==> src/rtl/imh_pkg.sv <==
// Package for the indexed max-heap: sizes, codes, controller states and the
// command/status structs that join the controller and datapath. No dependencies.
package imh_pkg;

    localparam int CAPACITY   = 64;
    localparam int KEY_BITS   = 16;
    localparam int LABEL_BITS = 6;
    localparam int POS_BITS   = $clog2(CAPACITY);
    localparam int CNT_BITS   = $clog2(CAPACITY + 1);
    localparam int LABEL_COUNT = 1 << LABEL_BITS;

    typedef logic [LABEL_BITS-1:0] label_t;
    typedef logic [KEY_BITS-1:0]   key_t;
    typedef logic [POS_BITS-1:0]   pos_t;
    typedef logic [CNT_BITS-1:0]   cnt_t;

    typedef struct packed {
        label_t lbl;
        key_t   key;
    } entry_t;

    typedef enum logic [1:0] {
        ST_OK      = 2'd0,
        ST_FULL    = 2'd1,
        ST_ABSENT  = 2'd2,
        ST_PRESENT = 2'd3
    } status_t;

    localparam logic OP_INSERT = 1'b0;
    localparam logic OP_REMOVE = 1'b1;

    typedef enum logic [3:0] {
        S_IDLE,
        S_CHECK,
        S_RD_HOLE,
        S_RD_LAST,
        S_FILL,
        S_UP_RD,
        S_UP_CMP,
        S_DN_RD,
        S_DN_RD2,
        S_DN_CMP,
        S_DONE
    } state_t;

    // Controller to datapath.
    typedef struct packed {
        logic capture;     // latch the input word
        logic wr_append;   // write new entry at slot count, map it, count++
        logic rd_hole;     // read the entry at the hole
        logic rd_last;     // read slot count-1, unmark the label, count--
        logic fill_hole;   // write the moving entry into the hole and map it
        logic rd_parent;   // read parent of cursor
        logic up_swap;     // swap cursor with parent
        logic rd_left;     // read left child
        logic rd_right;    // read right child
        logic dn_swap;     // swap cursor with chosen child
        logic set_status;  // latch computed status code
        logic strobe;      // present result
    } cmd_t;

    // Datapath to controller.
    typedef struct packed {
        logic    is_remove;
        status_t chk;        // result of the presence/full test
        logic    hole_last;  // hole is the last slot
        logic    at_root;
        logic    up_go;      // parent strictly smaller
        logic    has_left;
        logic    dn_go;      // chosen child strictly greater
        logic    moved_up;   // the filled hole rose at least once
    } stat_t;

endpackage

==> src/rtl/imh_ctrl.sv <==
// Controller state machine for the indexed max-heap.
// Depends on imh_pkg.
module imh_ctrl (
    input  logic           clk,
    input  logic           rst_n,
    input  logic           start,
    output logic           busy,
    input  imh_pkg::stat_t st,
    output imh_pkg::cmd_t  cmd
);
    import imh_pkg::*;

    state_t state_reg, state_next;

    always_ff @(posedge clk or negedge rst_n)
    begin
        if (!rst_n)
        begin
            state_reg <= S_IDLE;
        end
        else
        begin
            state_reg <= state_next;
        end
    end

    always_comb
    begin
        state_next = state_reg;
        unique case (state_reg)
            S_IDLE:    if (start) state_next = S_CHECK;
            S_CHECK:
            begin
                if (st.chk != ST_OK)       state_next = S_DONE;
                else if (st.is_remove)     state_next = S_RD_HOLE;
                else                       state_next = S_UP_RD;
            end
            S_RD_HOLE: state_next = S_RD_LAST;
            S_RD_LAST: state_next = st.hole_last ? S_DONE : S_FILL;
            S_FILL:    state_next = S_UP_RD;
            S_UP_RD:
            begin
                if (!st.at_root)                       state_next = S_UP_CMP;
                else if (st.is_remove && !st.moved_up) state_next = S_DN_RD;
                else                                   state_next = S_DONE;
            end
            S_UP_CMP:
            begin
                if (st.up_go)                          state_next = S_UP_RD;
                else if (st.is_remove && !st.moved_up) state_next = S_DN_RD;
                else                                   state_next = S_DONE;
            end
            S_DN_RD:   state_next = st.has_left ? S_DN_RD2 : S_DONE;
            S_DN_RD2:  state_next = S_DN_CMP;
            S_DN_CMP:  state_next = st.dn_go ? S_DN_RD : S_DONE;
            S_DONE:    state_next = S_IDLE;
            default:   state_next = S_IDLE;
        endcase
    end

    always_comb
    begin
        cmd  = '0;
        busy = (state_reg != S_IDLE);
        unique case (state_reg)
            S_IDLE:    cmd.capture = start;
            S_CHECK:
            begin
                cmd.set_status = 1'b1;
                cmd.wr_append  = (st.chk == ST_OK) && !st.is_remove;
            end
            S_RD_HOLE: cmd.rd_hole = 1'b1;
            S_RD_LAST: cmd.rd_last = 1'b1;
            S_FILL:    cmd.fill_hole = 1'b1;
            S_UP_RD:   cmd.rd_parent = 1'b1;
            S_UP_CMP:  cmd.up_swap = st.up_go;
            S_DN_RD:   cmd.rd_left = 1'b1;
            S_DN_RD2:  cmd.rd_right = 1'b1;
            S_DN_CMP:  cmd.dn_swap = st.dn_go;
            S_DONE:    cmd.strobe = 1'b1;
            default:   cmd = '0;
        endcase
    end

    a_strobe_from_done: assert property (@(posedge clk) disable iff (!rst_n)
        cmd.strobe |=> state_reg == S_IDLE)
        else $error("strobe not followed by idle");
    a_no_start_busy: assert property (@(posedge clk) disable iff (!rst_n)
        cmd.capture |=> state_reg == S_CHECK)
        else $error("accepted word did not enter check");
    a_swap_excl: assert property (@(posedge clk) disable iff (!rst_n)
        !(cmd.up_swap && cmd.dn_swap))
        else $error("both swaps in one cycle");

endmodule

==> src/rtl/imh_dp.sv <==
// Datapath of the indexed max-heap: heap memory, position map, count,
// cursor and result registers. Depends on imh_pkg.
module imh_dp (
    input  logic                 clk,
    input  logic                 rst_n,
    input  logic                 op,
    input  imh_pkg::label_t      label,
    input  imh_pkg::key_t        height,
    input  imh_pkg::cmd_t        cmd,
    output imh_pkg::stat_t       st,
    output logic [1:0]           status,
    output imh_pkg::label_t      removed_label,
    output imh_pkg::key_t        removed_height,
    output imh_pkg::label_t      top_label,
    output imh_pkg::key_t        top_height,
    output logic                 is_empty,
    output imh_pkg::cnt_t        entry_count
);
    import imh_pkg::*;

    // Heap store memory, read through registers; a read of a slot that holds no
    // entry can occur, but its data is then not used.
    entry_t heap_mem [CAPACITY];
    // Position map with per-label valid bits.
    pos_t   pmap_reg [LABEL_COUNT];
    logic [LABEL_COUNT-1:0] pres_reg;

    cnt_t    cnt_reg;
    logic    op_reg;
    label_t  lbl_reg;
    key_t    key_reg;
    status_t status_reg;
    pos_t    cur_reg;      // position of the moving entry
    entry_t  cur_e_reg;    // the moving entry
    entry_t  oth_reg;      // parent or left child read
    entry_t  rgt_reg;      // right child read
    entry_t  rem_reg;
    entry_t  top_reg;      // copy of slot 0, kept on every write there
    logic    moved_reg;

    pos_t   par_pos, left_pos, right_pos, pick_pos, last_pos;
    logic   [POS_BITS:0] left_w;
    entry_t pick_e;
    logic   left_ok, right_ok, pick_left;
    status_t chk;

    assign last_pos  = pos_t'(cnt_reg - cnt_t'(1));
    assign par_pos   = pos_t'((cur_reg - pos_t'(1)) >> 1);
    assign left_w    = {cur_reg, 1'b1};
    assign left_pos  = left_w[POS_BITS-1:0];
    assign right_pos = pos_t'(left_pos + pos_t'(1));
    assign left_ok   = CNT_BITS'(left_w) < cnt_reg;
    assign right_ok  = (CNT_BITS'(left_w) + cnt_t'(1)) < cnt_reg;
    assign pick_left = !right_ok || (oth_reg.key > rgt_reg.key);
    assign pick_pos  = pick_left ? left_pos : right_pos;
    assign pick_e    = pick_left ? oth_reg : rgt_reg;

    always_comb
    begin
        if (op_reg == OP_INSERT)
        begin
            if (pres_reg[lbl_reg])                  chk = ST_PRESENT;
            else if (cnt_reg >= cnt_t'(CAPACITY))   chk = ST_FULL;
            else                                    chk = ST_OK;
        end
        else
        begin
            chk = pres_reg[lbl_reg] ? ST_OK : ST_ABSENT;
        end
    end

    assign st.is_remove = op_reg;
    assign st.chk       = chk;
    assign st.hole_last = (cur_reg == last_pos);
    assign st.at_root   = (cur_reg == '0);
    assign st.up_go     = oth_reg.key < cur_e_reg.key;
    assign st.has_left  = left_ok;
    assign st.dn_go     = pick_e.key > cur_e_reg.key;
    assign st.moved_up  = moved_reg;

    always_ff @(posedge clk)
    begin
        if (cmd.capture)
        begin
            op_reg  <= op;
            lbl_reg <= label;
            key_reg <= height;
        end
        if (cmd.wr_append)
        begin
            heap_mem[pos_t'(cnt_reg)] <= '{lbl: lbl_reg, key: key_reg};
            if (cnt_reg == '0)
            begin
                top_reg <= '{lbl: lbl_reg, key: key_reg};
            end
        end
        if (cmd.set_status)
        begin
            // A remove starts at the mapped slot of its label.
            cur_reg   <= (op_reg == OP_REMOVE) ? pmap_reg[lbl_reg] : pos_t'(cnt_reg);
            cur_e_reg <= '{lbl: lbl_reg, key: key_reg};
            moved_reg <= 1'b0;
            rem_reg   <= '0;
        end
        if (cmd.rd_hole)
        begin
            rem_reg <= heap_mem[cur_reg];
        end
        if (cmd.rd_last)
        begin
            cur_e_reg <= heap_mem[last_pos];
        end
        if (cmd.fill_hole)
        begin
            heap_mem[cur_reg] <= cur_e_reg;
            if (cur_reg == '0)
            begin
                top_reg <= cur_e_reg;
            end
        end
        if (cmd.rd_parent)
        begin
            oth_reg <= heap_mem[par_pos];
        end
        if (cmd.up_swap)
        begin
            heap_mem[par_pos] <= cur_e_reg;
            heap_mem[cur_reg] <= oth_reg;
            if (par_pos == '0)
            begin
                top_reg <= cur_e_reg;
            end
            cur_reg   <= par_pos;
            moved_reg <= 1'b1;
        end
        if (cmd.rd_left)
        begin
            oth_reg <= heap_mem[left_pos];
        end
        if (cmd.rd_right)
        begin
            rgt_reg <= heap_mem[right_pos];
        end
        if (cmd.dn_swap)
        begin
            heap_mem[pick_pos] <= cur_e_reg;
            heap_mem[cur_reg]  <= pick_e;
            if (cur_reg == '0)
            begin
                top_reg <= pick_e;
            end
            cur_reg <= pick_pos;
        end
    end

    always_ff @(posedge clk)
    begin
        if (cmd.wr_append)
        begin
            pmap_reg[lbl_reg] <= pos_t'(cnt_reg);
        end
        if (cmd.fill_hole)
        begin
            pmap_reg[cur_e_reg.lbl] <= cur_reg;
        end
        if (cmd.up_swap)
        begin
            pmap_reg[cur_e_reg.lbl] <= par_pos;
            pmap_reg[oth_reg.lbl]   <= cur_reg;
        end
        if (cmd.dn_swap)
        begin
            pmap_reg[cur_e_reg.lbl] <= pick_pos;
            pmap_reg[pick_e.lbl]    <= cur_reg;
        end
    end

    always_ff @(posedge clk or negedge rst_n)
    begin
        if (!rst_n)
        begin
            pres_reg   <= '0;
            cnt_reg    <= '0;
            status_reg <= ST_OK;
        end
        else
        begin
            if (cmd.set_status)
            begin
                status_reg <= chk;
            end
            if (cmd.wr_append)
            begin
                pres_reg[lbl_reg] <= 1'b1;
                cnt_reg <= cnt_t'(cnt_reg + cnt_t'(1));
            end
            if (cmd.rd_last)
            begin
                pres_reg[lbl_reg] <= 1'b0;
                cnt_reg <= cnt_t'(cnt_reg - cnt_t'(1));
            end
        end
    end

    assign status         = status_reg;
    assign removed_label  = rem_reg.lbl;
    assign removed_height = rem_reg.key;
    assign is_empty       = (cnt_reg == '0);
    assign top_label      = is_empty ? '0 : top_reg.lbl;
    assign top_height     = is_empty ? '0 : top_reg.key;
    assign entry_count    = cnt_reg;

    a_count_bound: assert property (@(posedge clk) disable iff (!rst_n)
        cnt_reg <= cnt_t'(CAPACITY))
        else $error("count above capacity");
    a_append_marks: assert property (@(posedge clk) disable iff (!rst_n)
        cmd.wr_append |=> pres_reg[$past(lbl_reg)])
        else $error("inserted label not present");
    a_remove_clears: assert property (@(posedge clk) disable iff (!rst_n)
        cmd.fill_hole |=> !pres_reg[$past(lbl_reg)])
        else $error("removed label still present");

endmodule

==> src/rtl/indexed_max_heap_top.sv <==
// Top level of the indexed max-heap priority queue.
// Depends on imh_pkg, imh_ctrl and imh_dp.
//
// Pulse start with a word (op, label, height) while busy is low; the word is
// taken at that edge, busy rises, and when the operation ends the result word
// is shown for exactly one cycle with done high. The receiver cannot stall, so
// the result must be taken in that cycle. A rejected word (label present,
// heap full, label absent) goes from the check straight to the result. An
// insert appends the entry and lets it climb; a remove of the last slot ends
// once that slot is read; any other remove fills the hole with the last entry,
// which climbs or, if it did not rise, sinks, at most five levels from the
// root. The time is set by one registered heap read per step of the sift
// loop. The top entry, empty flag and count reflect the heap after the
// operation.
module indexed_max_heap_top (
    input  logic                 clk,
    input  logic                 rst_n,
    input  logic                 start,
    output logic                 busy,
    input  logic                 op,
    input  imh_pkg::label_t      label,
    input  imh_pkg::key_t        height,
    output logic                 done,
    output logic [1:0]           status,
    output imh_pkg::label_t      removed_label,
    output imh_pkg::key_t        removed_height,
    output imh_pkg::label_t      top_label,
    output imh_pkg::key_t        top_height,
    output logic                 is_empty,
    output imh_pkg::cnt_t        entry_count
);
    import imh_pkg::*;

    cmd_t  cmd;
    stat_t st;

    imh_ctrl u_ctrl (
        .clk   (clk),
        .rst_n (rst_n),
        .start (start),
        .busy  (busy),
        .st    (st),
        .cmd   (cmd)
    );

    imh_dp u_dp (
        .clk            (clk),
        .rst_n          (rst_n),
        .op             (op),
        .label          (label),
        .height         (height),
        .cmd            (cmd),
        .st             (st),
        .status         (status),
        .removed_label  (removed_label),
        .removed_height (removed_height),
        .top_label      (top_label),
        .top_height     (top_height),
        .is_empty       (is_empty),
        .entry_count    (entry_count)
    );

    assign done = cmd.strobe;

    a_done_busy: assert property (@(posedge clk) disable iff (!rst_n)
        done |-> busy)
        else $error("result outside an operation");

endmodule

==> config.mk <==
export PLATFORM = sky130hd
export DESIGN_NAME = indexed_max_heap_top
export DESIGN_NICKNAME = d
export VERILOG_FILES = /design/src/rtl/imh_pkg.sv /design/src/rtl/imh_ctrl.sv /design/src/rtl/imh_dp.sv /design/src/rtl/indexed_max_heap_top.sv
export SDC_FILE = /design/constraint.sdc
export NUM_CORES = 2
export LEC_CHECK = 0
export ABC_CLOCK_PERIOD_IN_PS = 11900
export BUFFER_PORTS_ARGS = -buffer_cell sky130_fd_sc_hd__buf_2
export CORE_AREA = 4 4 735 737
export DETAILED_ROUTE_END_ITERATION = 8
export DIE_AREA = 0 0 739 741
export SLEW_MARGIN = 20
export SYNTH_ARGS = -nofsm -noshare
export SYNTH_HDL_FRONTEND = slang
export SYNTH_SLANG_ARGS = --single-unit
==> constraint.sdc <==
create_clock -name clk -period 11.9 [get_ports clk]
set_input_delay 1.19 -clock clk [delete_from_list [all_inputs] [get_ports clk]]
set_output_delay 1.19 -clock clk [all_outputs]
set_load 0.01 [all_outputs]
## Yosys cells after proc, flatten, opt, wreduce, memory -nomap -nowiden

Memory sizes are Yosys's and may differ from the RTL's. A register that Yosys moved wholly into a read port is not among the register bits.
Index checks and enable logic that the tools add are counted.

| word-level totals | value |
|---|---|
| register bits | 195 |
| bits in writable memories | 1792 |
| bits of input ports | 26 |
| output and inout port bits | 56 |
| logic and storage cells | 161 |
| memories kept | 2 |

Memory list:

| name | depth | bits a word | read ports | clocked after Yosys merged registers in | wr ports | RTL line | RTL |
|---|---|---|---|---|---|---|---|
| u_dp.heap_mem | 64 | 22 | 5 | 3 | 2 | imh_dp.sv:23 | `entry_t heap_mem [CAPACITY];` |
| u_dp.pmap_reg | 64 | 6 | 1 | 1 | 2 | imh_dp.sv:25 | `pos_t pmap_reg [LABEL_COUNT];` |

| cells by class | value |
|---|---|
| add/subtract/negate cells | 5 |
| magnitude comparators | 8 |
| equal/unequal tests | 13 |
| multiplexer cells | 83 |
| bitwise operators | 10 |
| reductions and logical operators | 23 |

Operators with widths:

| operator | count |
|---|---|
| $mux 22 | 19 |
| $mux 64 | 2 |
| $mux 6 | 17 |
| $and 64x64->64 | 1 |
| $not 64->64 | 1 |
| $or 64x64->64 | 1 |
| $reduce_or 22->1 | 2 |
| $pmux 4 s10 | 1 |
| $gt 16x16->1 | 2 |
| $mux 4 | 7 |
| $mux 1 | 27 |
| $eq 4x3->1 const B | 4 |
| $lt 16x16->1 | 1 |
| $mux 16 | 1 |
| $add 7x1->7 const B | 2 |
| $lt 7x7->1 | 2 |
| $mux 7 | 2 |
| $eq 4x4->1 const B | 3 |
| $eq 6x6->1 | 2 |
| $logic_not 6->1 | 2 |
| $reduce_or 6->1 | 2 |
| $reduce_bool 2->1 | 5 |
| $eq 4x2->1 const B | 2 |
| $mux 2 | 4 |
| 22 further kinds | 30 |

## Longest topological paths before layout

| depth | value |
|---|---|
| depth after elaboration | 14 |
| depth in mapped cells | 29 |
| mapped depth without buffers | 21 |

## Modules after synthesis

From an unflattened synthesis, not the netlist that was laid out.

| second synthesis, totals | value |
|---|---|
| cells, all modules | 12735 |
| area total of the unflattened synthesis | 149766.1 um^2 |

By module, submodules not included:

| module | instances | cells each | area each (um^2) | sequential area each (um^2) |
|---|---|---|---|---|
| imh_dp | 1 | 12669 | 149324.5 | 59852.4 |
| imh_ctrl | 1 | 66 | 441.7 | 100.1 |

## Worst setup path after synthesis

OpenSTA, ideal clock, no wires.

| timing path | value |
|---|---|
| kind | register to register |
| start point | register u_dp.cur_reg[1] |
| end point | memory u_dp.heap_mem[23][0] (netlist bit) (enable) |
| data arrival time | 8.012 ns |
| required time | 11.468 ns |
| setup slack | 3.456 ns |
| stages on the path, launching flop included | 27 |
| period minus slack after synthesis | 8.444 ns |
| cells stage by stage | edfxtp_1 -> clkbuf_1 -> nand3_1 -> xor2_1 -> inv_2 -> buf_1 -> ha_1 -> a211oi_1 -> o21bai_1 -> or2_1 -> buf_2 -> a21oi_2 -> mux2i_1 -> inv_1 -> ha_1 -> nand4_1 -> or4_4 -> o31a_1 -> o21ai_2 -> o21ai_1 -> nor2_2 -> buf_2 -> buf_4 -> buf_2 -> mux2i_1 -> nand2_1 -> o21ai_0 |

RTL lines:

| what | RTL line | RTL |
|---|---|---|
| from (decl) | imh_dp.sv:33 | `pos_t cur_reg;` |
| from (signal assigned) | imh_dp.sv:100 | `cur_reg <= (op_reg == OP_REMOVE) ? pmap_reg[lbl_reg] : pos_t'(cnt_reg);` |
| from (signal assigned) | imh_dp.sv:133 | `cur_reg <= par_pos;` |
| from (signal assigned) | imh_dp.sv:152 | `cur_reg <= pick_pos;` |
| to (decl) | imh_dp.sv:23 |  |

==> results.cfg <==
[floorplanning]
core.rowCount = 268
dieHeight_um = 741
coreArea_um2 = 532000
dieArea_um2 = 548000
start_util_pct = 25.0
die_w_um = 739
boundaryPins = 82

[yosys]
synth_flop_cell = edfxtp_1
synthCells = 8459
syn_avg_cell_area_um2 = 15.7
yosysTopAreaCell = edfxtp_1
synth_edf_count = 1909
netlist_area_um2 = 133000
synth_cell_types = 95
syn_nets = 8548
synth_common_cells = 1909 x edfxtp_1, 1715 x mux4_2, 1517 x mux2_2
ys_seq_area_share_pct = 45.0
synth_area_leaders = edfxtp_1 43%, mux4_2 29%, mux2_2 13%
yosysMostFrequentCell = edfxtp_1
async_flop_share_pct = 3.81
ys_warn_count = 0
ys_ff_latch = 2021
yosysTopAreaCellShare_pct = 43.1

[clock_network]
cts_resized = 0
cts-htree-levels = 4
cts_buffers = 230
cts_buffer_depth = 4
cts_sinks = 2021
clk_latency_ns = 1.02
cts_root_buffer = clkbuf_16
cts_tree = done
clkSlewWorstSetupHoldPaths_ns = 0.07
hold_buffers = 0
cts_setup_buffers = 0

[timing]
worst_pin_slew_ns = 1.27
clock.fmax_mhz = 98.0
setup_viol = 0
fin_skew_ns = 0.147
rsz0062_at_grt = no
hold_viol_final = 0
post-route-period-util_pct = 85.8
tns_ns = 0
relSlewSlack_pct = 15.6
slew_violations = 0
period_minus_slack_ns = 10.21

[placed_design]
place_hpwl_mm = 346
placed_area_um2 = 142000
port_buffers = 81
gp_congestion = 0.982
placedCellCount = 14800

[flow_run]
max_cap_violations = 0

[final_layout]
post-route-util_pct = 28.2
fin_nets = 8075
drive_gt1_share_pct = 52.1
fin_area_um2 = 150000
stdcell_count = 15200
largest_reg_flops = 1408
area_delta_synth_final_pct = 12.8

[pwr]
powerDensity_nw_per_um2 = 308
pwr-share-seq_pct = 22.5
finalPower_mw = 46.3
pwr-share-comb_pct = 61.1
intPower_mw = 25.9
clkPwrFrac_pct = 16.3
p_sw_mw = 20.3
ir_worst_vdd_v = 0.000371
switching_share_pct = 44.0
p_leak_nw = 47.6

[grt]
grt_usage_pct = 19.3
antenna_found_initial = 43
grt_pass1_wl_mm = 750
overflow = 0
grt_max_degree = 130
grt_pass1_vias = 87000

[hold_path]
hold_class = input pin to asynchronous set/reset pin

[worst_setup_path]
path_buf_inv = 5
path_cells = buf_4 > nand3_1 > xor2_1 > inv_6 > ha_1 > a211oi_1 > o21bai_1 > nor2_1 > o21ai_4 > mux2i_1 > inv_1 > ha_1 > nand2_1 > or4_4 > o31a_1 > o21ai_2 > o21ai_1 > nor2_4 > buf_4 > mux2i_1 > nand2_1 > o21ai_4 > buf_4
crit_path_frequent_cell = buf_4
slowest_delay_ns = 0.98
criticalPathCategory = flop to flop
rrSetupSlack_ns = 1.69
path_max_fanout = 31
crit_family = compound AO/OA/AOI/OAI gates
crit_path_end_kind = flop
startpoint_type = flop
cp_slowest_cell = o21ai_4
required_ns = 12.48
critPathArrivalTime_ns = 10.79

[status]
status = finished, final reports clean

[routing]
finalWirelength_mm = 549
wl_per_cell_um = 36.0
ant_nets = 0
routed_via_density = 5.99
dr.pass1.iters = 8
vias = 91200
drc = 0
drt_iter0_markers = 14500
## logic make-up after synthesis
kind of cell | share of synthesized area [%]
compound gates | 4.01
xor+xnor | 0.204
fa+ha+maj | 0.592
buf+inv | 3.55
flops | 45.0
mux | 43.4
simple gates | 3.19
## cell type report
type,count,area [µm²]
diodes,31,77.6
fillers,53200,382000
repair buffers,402,3090
flip-flops and latches,2021,60000
clock buffers,268,6060
multi-input cells,5260,70100
clock inverters,155,1730
well taps,7020,8780
inverters,71,272
## metal layers
metal / up-vias / wire [µm] / track usage [%]
li1: 34200 / - / -
met1: 48100 / 198000 / 24.5
met2: 7487 / 233000 / 27.8
met3: 1400 / 71500 / 6.30
met4: 24 / 45600 / 13.1
met5: - / 166 / 0
## power by group through the flow
stage               logic [mW]  clock network, mW  registers (mW)
global placement          27.6                  0            10.5
detailed placement        27.7                  0            10.5
CTS                       27.8               7.62            10.4
floorplan                 18.3                  0            9.97
global route              29.0               7.89            10.5
finish                    28.3               7.56            10.4
## final timing paths
path                                        startpoint                         endpoint  depth (start not counted)
min in group clk                             height[3]        u_dp.key_reg[3]$_DFFE_PP_                          1
min                                              rst_n       u_dp.status[1]$_DFFE_PN0P_                          1
min reg2reg                u_dp.moved_reg$_SDFFE_PP1P_      u_dp.moved_reg$_SDFFE_PP1P_                          2
max reg2reg                  u_dp.cur_reg[0]$_DFFE_PN_  u_dp.heap_mem[28][19]$_DFFE_PP_                         23
max in group asynchronous                        rst_n  u_dp.entry_count[0]$_DFFE_PN0P_                          2
max                          u_dp.cur_reg[0]$_DFFE_PN_  u_dp.heap_mem[28][19]$_DFFE_PP_                         23
## cells in the final DEF (no fill, tap or decap), types with 20 or more instances in the layout
cell and count:
o221ai_1 23, clkbuf_16 233, clkinv_2 40, mux2_2 1517, buf_2 80, a22o_1 37
dfrtp_1 76, or4_1 22, nor2b_1 74, a21oi_1 217, inv_1 63, o21ai_0 268
edfxtp_1 1909, buf_4 303, ha_1 61, diode_2 31, clkinvlp_4 27, nand2_1 405
o21bai_1 33, o22ai_1 22, mux2i_1 177, a211oi_1 38, nand3_1 31, nor2_1 104
nand2b_1 20, nor3_1 34, bufinv_16 26, clkinv_1 38, mux4_2 1715, o21ai_4 75
clkbuf_1 25, dfxtp_1 26
## worst register-to-register path, cell delays in order, from the launching register on
cell      delay (ns)
edfxtp_1        0.44
buf_4           0.58
nand3_1         0.41
xor2_1          0.49
inv_6           0.33
ha_1            0.42
a211oi_1        0.22
o21bai_1        0.19
nor2_1          0.53
o21ai_4         0.45
mux2i_1         0.45
inv_1           0.11
ha_1            0.38
nand2_1         0.11
or4_4           0.56
o31a_1          0.32
o21ai_2         0.29
o21ai_1         0.35
nor2_4          0.43
buf_4           0.47
mux2i_1         0.33
nand2_1         0.54
o21ai_4         0.99
buf_4           0.48
## per-stage QoR
stage	setup slack (ns)	hold slack, ns
after floorplan	3.46	0.415
after detailed placement	2.08	0.428
after CTS	2.05	0.268
after global routing	1.45	0.314
after global placement	2.12	0.425
final	1.69	0.282
Power figures use the tool's default switching activity.
